[config.mk]
export PLATFORM = sky130hd
export DESIGN_NAME = att_front
export DESIGN_NICKNAME = d
export VERILOG_FILES = /design/src/att_pkg.sv /design/src/att_front.sv
export SDC_FILE = /design/constraint.sdc
export NUM_CORES = 1
export LEC_CHECK = 0
export ABC_AREA = 1
export BUFFER_PORTS_ARGS = -buffer_cell sky130_fd_sc_hd__clkbuf_2
export CELL_PAD_IN_SITES_DETAIL_PLACEMENT = 0
export CELL_PAD_IN_SITES_GLOBAL_PLACEMENT = 1
export CORE_UTILIZATION = 38
export DETAILED_ROUTE_END_ITERATION = 6
export GPL_ROUTABILITY_DRIVEN = 0
export PLACE_DENSITY = 0.92
export SLEW_MARGIN = 20
export SYNTH_ARGS = -nofsm -noshare
export SYNTH_HDL_FRONTEND = slang
export SYNTH_SLANG_ARGS = --single-unit
[constraint.sdc]
create_clock -name clock -period 2.1 [get_ports clock]
set_input_delay 0.42 -clock clock [delete_from_list [all_inputs] [get_ports clock]]
set_output_delay 0.42 -clock clock [all_outputs]
set_load 0.1 [all_outputs]
[src/att_pkg.sv]
// Shared types, constants and the arctangent table for the tilt angle block.
package att_pkg;

   // Axis value after the divide by eight.
   localparam int AX_W = 13;
   // CORDIC vector and angle widths (angles in degrees * 2^24).
   localparam int VEC_W = 34;
   localparam int ANG_W = 34;
   localparam int ITERS = 28;
   localparam int SCALE_SHIFT = 16;
   localparam int FRAC_SHIFT = 16;
   localparam int K_SHIFT = 30;
   // CORDIC gain, held with 30 fraction bits.
   localparam logic [30:0] K_Q30 = 31'd1768195389;
   localparam logic signed [ANG_W-1:0] DEG180 = 34'sd3019898880;
   localparam int ROLL_LIM = 46080;
   localparam int PITCH_LIM = 23040;

   typedef struct packed {
      logic signed [15:0] x_word;
      logic signed [15:0] y_word;
      logic signed [15:0] z_word;
   } req_beat_type;

   typedef struct packed {
      logic signed [16:0] roll_angle;
      logic signed [15:0] pitch_angle;
   } rsp_beat_type;

   // atan(2^-i) in degrees * 2^24.
   function automatic logic signed [ANG_W-1:0] atan_step(input int idx);
      logic signed [ANG_W-1:0] v;
      unique case (idx)
         0: v = 34'sd754974720;
         1: v = 34'sd445687608;
         2: v = 34'sd235489084;
         3: v = 34'sd119537938;
         4: v = 34'sd60000937;
         5: v = 34'sd30029719;
         6: v = 34'sd15018523;
         7: v = 34'sd7509720;
         8: v = 34'sd3754917;
         9: v = 34'sd1877466;
         10: v = 34'sd938734;
         11: v = 34'sd469367;
         12: v = 34'sd234684;
         13: v = 34'sd117342;
         14: v = 34'sd58671;
         15: v = 34'sd29335;
         16: v = 34'sd14668;
         17: v = 34'sd7334;
         18: v = 34'sd3667;
         19: v = 34'sd1833;
         20: v = 34'sd917;
         21: v = 34'sd458;
         22: v = 34'sd229;
         23: v = 34'sd115;
         24: v = 34'sd57;
         25: v = 34'sd29;
         26: v = 34'sd14;
         27: v = 34'sd7;
         default: v = '0;
      endcase
      return v;
   endfunction

endpackage

[src/att_front.sv]
// Input stage: registers a sample beat and divides each axis by eight.
module att_front import att_pkg::*; (
   input  logic                   clock,
   input  logic                   reset,
   input  logic                   enable,
   input  logic                   in_valid,
   input  req_beat_type           in_beat,
   output logic                   out_valid,
   output logic signed [AX_W-1:0] out_x,
   output logic signed [AX_W-1:0] out_y,
   output logic signed [AX_W-1:0] out_z
);

   logic                   valid_ff;
   logic signed [AX_W-1:0] x_ff, y_ff, z_ff;
   logic signed [AX_W-1:0] x_in, y_in, z_in;

   // Divide by eight, truncating toward zero.
   function automatic logic signed [AX_W-1:0] div8(input logic signed [15:0] w);
      logic signed [16:0] adj;
      adj = 17'(w) + (w[15] ? 17'sd7 : 17'sd0);
      return adj[15:3];
   endfunction

   assign x_in = div8(in_beat.x_word);
   assign y_in = div8(in_beat.y_word);
   assign z_in = div8(in_beat.z_word);

   // Valid clears at reset; the axis values need none.
   always_ff @(posedge clock) begin
      if (reset) begin
         valid_ff <= 1'b0;
      end else if (enable) begin
         valid_ff <= in_valid;
      end
   end

   always_ff @(posedge clock) begin
      if (enable) begin
         x_ff <= x_in;
         y_ff <= y_in;
         z_ff <= z_in;
      end
   end

   assign out_valid = valid_ff;
   assign out_x = x_ff;
   assign out_y = y_ff;
   assign out_z = z_ff;

endmodule

==> metrics.yaml, run 1 <==
worst_setup_path:
  crit_path_cell_trace: "clkbuf_2"
  cp.required_ps: 1680
  cp_slowest_cell: "clkbuf_2"
  r2r-end: "out_valid"
  critPathLaunchType: "register"
  r2r_start: "out_valid"
  r2r_slack_ps: 1520
  reg2reg_depth: 2
  worstSetupPathType: "reg2out"
  worst_ep_arrival_time_ps: 1120
  critical_path.max_stage_delay_ps: 460
  path_buf_inv: 1
  end_kind: "primary output"
  path_max_fanout: 1
  path_delay_family: "buffers and inverters"
routing:
  viasPerCell: 4.623
  wl_um: 6008
  wl_per_cell_um: 11.21
  drtIter0Drc: 128
  via_count: 2478
  drc: 0
  postRouteAntennaNets: 0
  first_pass_iters: 4
synthesis:
  syn_nets: 414
  syn_inst: 356
  yosys.cell_types.count: 19
  syn-cell-area_um2: 2646
  seq_area_frac_synth_pct: 45.01
  synth.top_cells.by_area: "edfxtp_1 44%, nand2_1 18%, inv_1 7.4%"
  synth_top_area_share_pct: 44.26
  yosys_warnings: 0
  avgSynthCellArea_um2: 7.433
  yosysTopAreaCell: "edfxtp_1"
  ys_seq_elements: 40
clocking:
  root_buffer: "clkbuf_8"
  htree_levels: 2
  worstSkewPairLatency_ps: 290
  numCtsBuffers: 5
  cts_tree: "yes"
  cts_num_sinks: 40
  post-cts-setup-buffer-count: 0
  clk_pin_slew_ps: 80
  cts_buffer_depth: 2
  cts_resized: 0
  ctsHoldBuffers: 0
final_layout:
  nFillCells: 682
  syn_to_final_growth_pct: 25.82
  fin_area_um2: 3329
  drive_gt1_share_pct: 28.51
  multi_input_area_um2: 1234
  antenna_cells: 0
  nNetsFinal: 513
  seq_area_um2: 1191
floorplan:
  start_util_pct: 39.17
  dieWidth_um: 85.45
  dieArea_um2: 7302
  fp-row-count: 30
  core_area_um2: 6756
  die_h_um: 85.45
  io_pins: 92
place:
  place_hpwl_um: 4898
  placed_area_um2: 3222
  portBuffers: 91
pwr:
  intPower_mw: 1.454
  swShare_pct: 40.74
  pwr-share-comb_pct: 34.8
  ir_drop_v: 0.0003463
  pwr-share-seq_pct: 39.7
  power_density_nw_per_um2: 737.0
  p_leak_nw: 1.740
  power_switching_uw: 999.7
  clkPwrFrac_pct: 25.5
job:
  maxCapViolations: 0
global_route:
  grt_max_degree: 23
  grt_pass1_wl_um: 9770
  antenna_found_initial: 0
  grt.overflow.total: 0
  grt_pass1_vias: 2208
  grt_usage_pct: 17.20
worst_hold_path:
  holdCritStartpoint: "reset"
  hold_end: "out_valid"
  hp-class: "in2reg"
  whs_path_depth: 2
sta:
  hold_violations: 0
  fmax_ghz: 0.6512
  slew_headroom_pct: 58.41
  clock_skew_ps: 0
  finalMaxSlewViolations: 0
  rsz0062_at_grt: "no"
  setup_viol: 0
  finalSetupTns_ps: 0
  finalCritPeriodShare_pct: 73.13
  period_needed_ps: 1536
  tightest_slew_ps: 623.8
status:
  status: "completed"
==> synth_stat cells <==
library cell	instances
nand2_1	129
inv_1	52
edfxtp_1	39
nand3_1	37
nor2_1	35
nand2_2	12
nand4_1	11
nor2_2	8
inv_2	7
ha_1	6
nand3b_1	6
xnor2_1	3
xor2_1	3
nand2_4	2
nor2_4	2
and2_1	1
dfxtp_1	1
mux2i_1	1
nor3_1	1
==> layout by cell type (no fill, tap or decap) <==
master	count
nand2_1	129
clkbuf_2	91
inv_1	52
edfxtp_1	39
nand3_1	37
nor2_1	35
nand2_2	12
nand4_1	11
nor2_2	8
inv_2	7
nand3b_1	6
ha_1	6
clkbuf_8	5
xnor2_1	3
xor2_1	3
nand2_4	2
nor2_4	2
nor3_1	1
and2_1	1
mux2i_1	1
clkbuf_1	1
bufinv_16	1
clkinv_2	1
dfxtp_1	1
buf_12	1
==> routing by layer <==
layer	wire, um	GRT usage, %
met2	2880	29.82
met5	0	0
met1	2787	21.44
met4	41	5.000
met3	298	3.794
==> registers in the layout (all words and copies together), names as in the netlist <==
| name | flops |
|---|---|
| out_x | 13 |
| out_y | 13 |
| out_z | 13 |
| out_valid | 1 |
==> power groups by stage <==
stage | Sequential, mW | Combinational (mW) | Clock (mW)
5_1_grt | 0.980 | 0.905 | 0.677
6_report | 0.973 | 0.854 | 0.626
4_1_cts | 0.975 | 0.858 | 0.644
2_1_floorplan | 1.49 | 0.165 | 0
3_5_place_dp | 0.992 | 0.857 | 0
3_3_place_gp | 0.991 | 0.852 | 0
==> logic make-up (layout without fill, tap and decap cells) <==
family                     count (synthesis)  count (layout)  share of synthesized area, %
xor gates and xnor gates                   6               6                         1.986
adders and majority gates                  6               6                         2.837
buffers and inverters                     59             159                         8.369
DFF                                       40              40                         45.01
muxes                                      1               1                        0.3783
and+or+nand+nor                          244             244                         41.42
==> worst max-delay path by stage <==
stage	cells past startpoint	from	slack, ps	end
detailed placement	9	in_beat[15]	390	out_z[9]
global placement	8	in_beat[47]	440	out_x[4]
finish	1	out_y[7]	560	out_y[7]
global route	1	out_y[7]	530	out_y[7]
floorplan	8	in_beat[2]	660	out_z[11]
CTS	1	out_z[4]	550	out_z[4]
==> metrics by stage <==
| stage | hold slack (ps) | utilization (%) | power (mW) | setup slack (ps) | std cells |
|---|---|---|---|---|---|
| after floorplan | 492.4 | - | 1.653 | 658.2 | 356 |
| after global placement | 474.5 | 47.69 | 1.843 | 435.8 | 528 |
| after detailed placement | 485.2 | 47.69 | 1.849 | 394.0 | 528 |
| after CTS | 268.9 | 49.28 | 2.478 | 547.4 | 536 |
| after global routing | 264.0 | 49.28 | 2.562 | 529.9 | 536 |
| final | 279.6 | 49.28 | 2.454 | 564.3 | 536 |
==> area by class of cell <==
class	instances	share of cell area, %
Multi-Input combinational cell	257	37.05
Sequential cell	40	35.78
Timing Repair Buffer	92	14.28
Inverter	59	6.652
Tap cell	80	3.006
Clock buffer	6	2.180
Clock inverter	2	1.052
(Power assumes the default switching activity.)
==> inputs of run 2 (changes only) <==
CORE_UTILIZATION = 32   (was 38)
PLACE_DENSITY = 0.84   (was 0.92)
clock period = 1.4 ns   (was 2.1 ns; I/O delays follow)
==> run 2 against run 1 <==
- hold slack worse by 150 ps
- sequential cell count unchanged
- final area up 8.7%
- first-iteration DRC count is 27% lower
- utilization is 3.2 points lower
- combinational power increased by 66%
- cell count is 5.0% higher
- setup slack worse by 430 ps
- die area increased by 18%
- count of clock-buffer cells in the layout stayed put
- via count rose by 4.2%
- critical path type is now in2reg
- critical endpoint is now out_z[9]
==> metrics.yaml, run 2 (synthesis gave the netlist of run 1 again) <==
final_layout:
  instances_no_fill: 563  # was 536
  layout_common_cells: "129 x nand2_1, 52 x inv_1, 51 x clkbuf_2, 39 x edfxtp_1, 37 x nand3_1"  # was 129 x nand2_1, 91 x clkbuf_2, 52 x inv_1, 39 x edfxtp_1, 37 x nand3_1
  nNetsFinal: 518  # was 513
  nFillCells: 816  # was 682
  drive_gt1_share_pct: 29.28  # was 28.51%
  final_core_util_pct: 46.13  # was 49.28%
  final_common_cell: "nand2_1"  # unchanged
  syn_to_final_growth_pct: 36.78  # was 25.82%
  antenna_cells: 0  # unchanged
worst_hold_path:
  hp-class: "in2reg"  # unchanged
  holdCritStartpoint: "reset"  # unchanged
clocking:
  root_buffer: "clkbuf_8"  # unchanged
  clk_pin_slew_ps: 90  # was 80 ps
  cts_tree: "yes"  # unchanged
  post-cts-setup-buffer-count: 0  # unchanged
  cts_resized: 0  # unchanged
  cts_buffer_depth: 2  # unchanged
  numCtsBuffers: 5  # unchanged
  cts_num_sinks: 40  # unchanged
  worstSkewPairLatency_ps: 290  # about the same
  ctsHoldBuffers: 0  # unchanged
  htree_levels: 2  # unchanged
sta:
  hold_violations: 0  # unchanged
  setup_viol: 0  # unchanged
  clock_skew_ps: 0  # unchanged
  finalSetupTns_ps: 0  # unchanged
  slew_headroom_pct: 81.34  # was 58.41%
  tightest_slew_ps: 282.3  # was 623.8 ps
  period_needed_ps: 1270
  fmax_ghz: 0.7875
  finalMaxSlewViolations: 0  # unchanged
  rsz0062_at_grt: "no"  # unchanged
  finalCritPeriodShare_pct: 90.71
pwr:
  p_leak_nw: 1.837  # was 1.740 nW
  power_mw: 3.840  # was 2.454 mW
  ir_drop_v: 0.0004539  # was 0.0003463 V
  power_density_nw_per_um2: 1061  # was 737.0 nW/um2
global_route:
  grt_usage_pct: 15.80  # was 17.20%
  grt_pass1_wl_um: 10780  # was 9770 um
  grt.overflow.total: 0  # unchanged
  antenna_found_initial: 0  # unchanged
  grt_pass1_vias: 2443  # was 2208
  grt_max_degree: 41  # was 23
routing:
  wl_um: 6411  # was 6008 um
  via_count: 2581  # was 2478
  viasPerCell: 4.584  # was 4.623
  drtIter0Drc: 93  # was 128
  first_pass_iters: 4  # unchanged
  wl_per_cell_um: 11.39  # was 11.21 um
  drc: 0  # unchanged
  postRouteAntennaNets: 0  # unchanged
floorplan:
  start_util_pct: 33.72  # was 39.17%
  io_pins: 92  # unchanged
  core_area_um2: 7848  # was 6756 um2
  fp-row-count: 32  # was 30
  dieWidth_um: 92.94  # was 85.45 um
  dieArea_um2: 8637  # was 7302 um2
  die_h_um: 92.94  # was 85.45 um
worst_setup_path:
  end_kind: "register"  # was primary output
  worst_ep_arrival_time_ps: 1330  # was 1120 ps
  startpoint: "in_beat[15]"  # was out_y[7]
  path_max_fanout: 6  # was 1
  crit_path_cell_trace: "clkbuf_2, ha_1, nand3_1, nand2_1, nand2_1, nand2_1, nand2_1, nand2_1, nand2_1"  # was clkbuf_2
  critPathLaunchType: "input pin"  # was register
  critical_path.max_stage_delay_ps: 300  # was 460 ps
  cp_slowest_cell: "ha_1"  # was clkbuf_2
  cp.required_ps: 1460  # was 1680 ps
  r2r_start: "out_valid"  # unchanged
  worstSetupPathType: "in2reg"  # was reg2out
  path_common_cell: "nand2_1"
place:
  dp.cells: 555  # was 528
  portBuffers: 91  # unchanged
  place_hpwl_um: 5144  # was 4898 um
status:
  status: "completed"  # unchanged
job:
  maxCapViolations: 0  # unchanged
==> run 2: path summary, 6_finish.rpt <==
path	end	slack, ps	cells after the start
worst min-delay path	out_valid	130	2
worst min register to register	out_valid	510	2
worst max-delay path	out_z[9]	130	9
worst max register to register	out_valid	820	2
==> run 2: worst max-delay path: cells and delay by family <==
| family | cells | cell delay, ps |
|---|---|---|
| AND/OR/NAND/NOR | 7 | 610 |
| adder cells (fa/ha/maj) | 1 | 300 |
| buffers and inverters | 1 | 120 |
==> run 2: layer usage <==
metal,wire length (um),global-route usage (%),share of wire (%),vias to the layer above
met5,0,0,0,-
li1,-,-,-,1332
met3,323,3.366,5.0,12
met1,2871,18.82,45,1165
met2,3082,27.88,48,72
met4,132,5.513,2.1,0
==> run 2: layout make-up <==
| class | instances | area [um2] | share of cell area [%] |
|---|---|---|---|
| multi-input combinational | 257 | 1234 | 34.08 |
| sequential | 40 | 1191 | 32.91 |
| timing repair buffer | 97 | 738.2 | 20.39 |
| inverter | 59 | 221.5 | 6.118 |
| tap | 102 | 127.6 | 3.526 |
| clock buffer | 6 | 72.57 | 2.005 |
| clock inverter | 2 | 35.03 | 0.9679 |
==> run 2: per-stage QoR <==
stage,instance area (um2),setup slack [ps],hold slack (ps)
floorplan,2646,98.17,352.4
global placement,3512,-104.8,438.5
detailed placement,3512,-194.3,441.5
CTS,3620,137.6,125.0
global route,3620,29.88,145.6
finish,3620,130.1,129.2
==> run 2: power breakdown <==
group	switching (mW)	leakage [nW]	total [mW]	internal, mW
logic	1.07	1.39	1.42	0.353
registers	0.0442	0.390	1.48	1.43
clock network	0.409	0.0552	0.938	0.530
==> inputs of run 3 (changes only) <==
CORE_UTILIZATION = 35   (was 32)
MAX_ROUTING_LAYER = met4   (was unset)
PLACE_DENSITY = 0.87   (was 0.84)
clock period = 1.2 ns   (was 1.4 ns; I/O delays follow)
==> run 3 against run 2 <==
- final area up 17%
- sequential share of layout area fell by 4.7 points
- register-to-register slack lost 230 ps
- cell count grew 2.3%
- critical endpoint is now out_z[9]
- die area shrank 8.4%
- count of clock-buffer cells in the layout is the same
- sequential cell count unchanged
- via count increased by 1.8%
- critical path type is now reg2out
==> metrics.yaml, run 3 (synthesis gave the netlist of run 1 again) <==
routing:
  drtIter0Drc: 75  # was 93
  wl_per_cell_um: 11.29  # was 11.39 um
  drc: 0  # unchanged
  wl_um: 6504  # was 6411 um
  viasPerCell: 4.561  # was 4.584
  first_pass_iters: 4  # unchanged
  postRouteAntennaNets: 0  # unchanged
  via_count: 2627  # was 2581
floorplan:
  dieWidth_um: 88.95  # was 92.94 um
  core_area_um2: 7292  # was 7848 um2
  dieArea_um2: 7912  # was 8637 um2
  start_util_pct: 36.29  # was 33.72%
  fp-row-count: 31  # was 32
  die_h_um: 88.95  # was 92.94 um
  io_pins: 92  # unchanged
clocking:
  htree_levels: 2  # unchanged
  cts_num_sinks: 40  # unchanged
  ctsHoldBuffers: 0  # unchanged
  cts_buffer_depth: 2  # unchanged
  numCtsBuffers: 5  # unchanged
  cts_tree: "yes"  # unchanged
  worstSkewPairLatency_ps: 290  # about the same
  root_buffer: "clkbuf_8"  # unchanged
  clk_pin_slew_ps: 80  # was 90 ps
sta:
  finalMaxSlewViolations: 0  # unchanged
  setup_ws_ps: 36.05  # was 130.1 ps
  period_needed_ps: 1164
  finalSetupTns_ps: 0  # unchanged
  finalCritPeriodShare_pct: 97.00
  setup_viol: 0  # unchanged
  hold_violations: 0  # unchanged
  slew_headroom_pct: 83.01  # was 81.34%
  fmax_ghz: 0.8591
  clock_skew_ps: 0  # unchanged
  tightest_slew_ps: 252.8  # was 282.3 ps
worst_setup_path:
  worst_ep_arrival_time_ps: 920  # was 1330 ps
  cp.required_ps: 960  # was 1460 ps
  path_buf_inv: 1  # unchanged
  path_max_fanout: 1  # was 6
  cp_slowest_cell: "edfxtp_1"  # was ha_1
  path_delay_family: "flip-flops"  # was simple AND/OR/NAND/NOR gates
  critPathLaunchType: "register"  # was input pin
  end_kind: "primary output"  # was register
  worstSetupPathType: "reg2out"  # was in2reg
  crit_path_cell_trace: "buf_12"  # was clkbuf_2, ha_1, nand3_1, nand2_1, nand2_1, nand2_1, nand2_1, nand2_1, nand2_1
  critical_path.max_stage_delay_ps: 440  # was 300 ps
pwr:
  p_leak_nw: 2.060  # was 1.837 nW
  ir_drop_v: 0.0004651  # was 0.0004539 V
  power_density_nw_per_um2: 1138  # was 1061 nW/um2
final_layout:
  drive_gt1_share_pct: 34.80  # was 29.28%
  instances_no_fill: 576  # was 563
  nNetsFinal: 534  # was 518
  fin_area_um2: 4230  # was 3620 um2
  syn_to_final_growth_pct: 59.86  # was 36.78%
  antenna_cells: 0  # unchanged
  layout_common_cells: "123 x nand2_1, 51 x inv_1, 49 x clkbuf_2, 42 x buf_12, 39 x edfxtp_1"  # was 129 x nand2_1, 52 x inv_1, 51 x clkbuf_2, 39 x edfxtp_1, 37 x nand3_1
  final_common_cell: "nand2_1"  # unchanged
global_route:
  grt_usage_pct: 17.60  # was 15.80%
  grt.overflow.total: 0  # unchanged
  grt_pass1_vias: 2425  # was 2443
  antenna_found_initial: 0  # unchanged
  grt_max_degree: 22  # was 41
  grt_pass1_wl_um: 10430  # was 10780 um
place:
  place_hpwl_um: 5356  # was 5144 um
  pre_cts_slack_ps: -289.9  # was -194.3 ps
  portBuffers: 91  # unchanged
  dp.cells: 565  # was 555
  placed_area_um2: 4073  # was 3512 um2
job:
  maxCapViolations: 0  # unchanged
status:
  status: "completed"  # unchanged
worst_hold_path:
  hp-class: "in2reg"  # unchanged
## run 3: cell count changes in the layout (fill, tap and decap cells not counted), sizes merged
cell	delta
clkbuf	-2
buf	+18
## run 3: final timing paths
check / from / endpoint / slack (ps) / cells past startpoint
worst max-delay path: out_z[9] / out_z[9] / 40 / 1
worst min-delay path: reset / out_valid / 90 / 2
worst max register to register: out_valid / out_valid / 590 / 2
worst min register to register: out_valid / out_valid / 530 / 2
## run 3: metal layers
| metal | vias up | share of wire (%) | track usage, % |
|---|---|---|---|
| met4 | 0 | 1.2 | 4.473 |
| met1 | 1167 | 42 | 19.58 |
| met2 | 85 | 51 | 32.52 |
| met3 | 7 | 5.9 | 3.139 |
| met5 | - | 0 | - |
| li1 | 1368 | - | - |
## run 3: cell type report
| cell class | count | area (um2) |
|---|---|---|
| clock buffer | 6 | 72.57 |
| inverter | 59 | 221.5 |
| fill | 657 | 3062 |
| tap | 99 | 123.9 |
| timing repair buffer | 113 | 1249 |
| multi-input combinational | 257 | 1336 |
| sequential | 40 | 1192 |
| clock inverter | 2 | 35.03 |
## run 3: report_power, final
part / internal, mW / switching, mW
Sequential: 1.68 / 0.0984
Combinational: 0.688 / 1.27
Clock: 0.617 / 0.457
Total: 2.98 / 1.83
## run 3: through the flow
stage | power [mW] | util (%) | hold WS, ps
floorplan | 2.909 | - | 305.0
global placement | 3.733 | 55.85 | 394.1
detailed placement | 3.754 | 55.85 | 397.9
CTS | 4.835 | 57.33 | 85.29
global route | 4.999 | 58.01 | 96.72
finish | 4.813 | 58.01 | 89.86
## run 3: what timing repair did
item | 4_1_cts | 5_1_grt
resized for setup | 0 | 13
endpoints found under the setup margin | 0 | 17
buffers inserted | 0 | 3
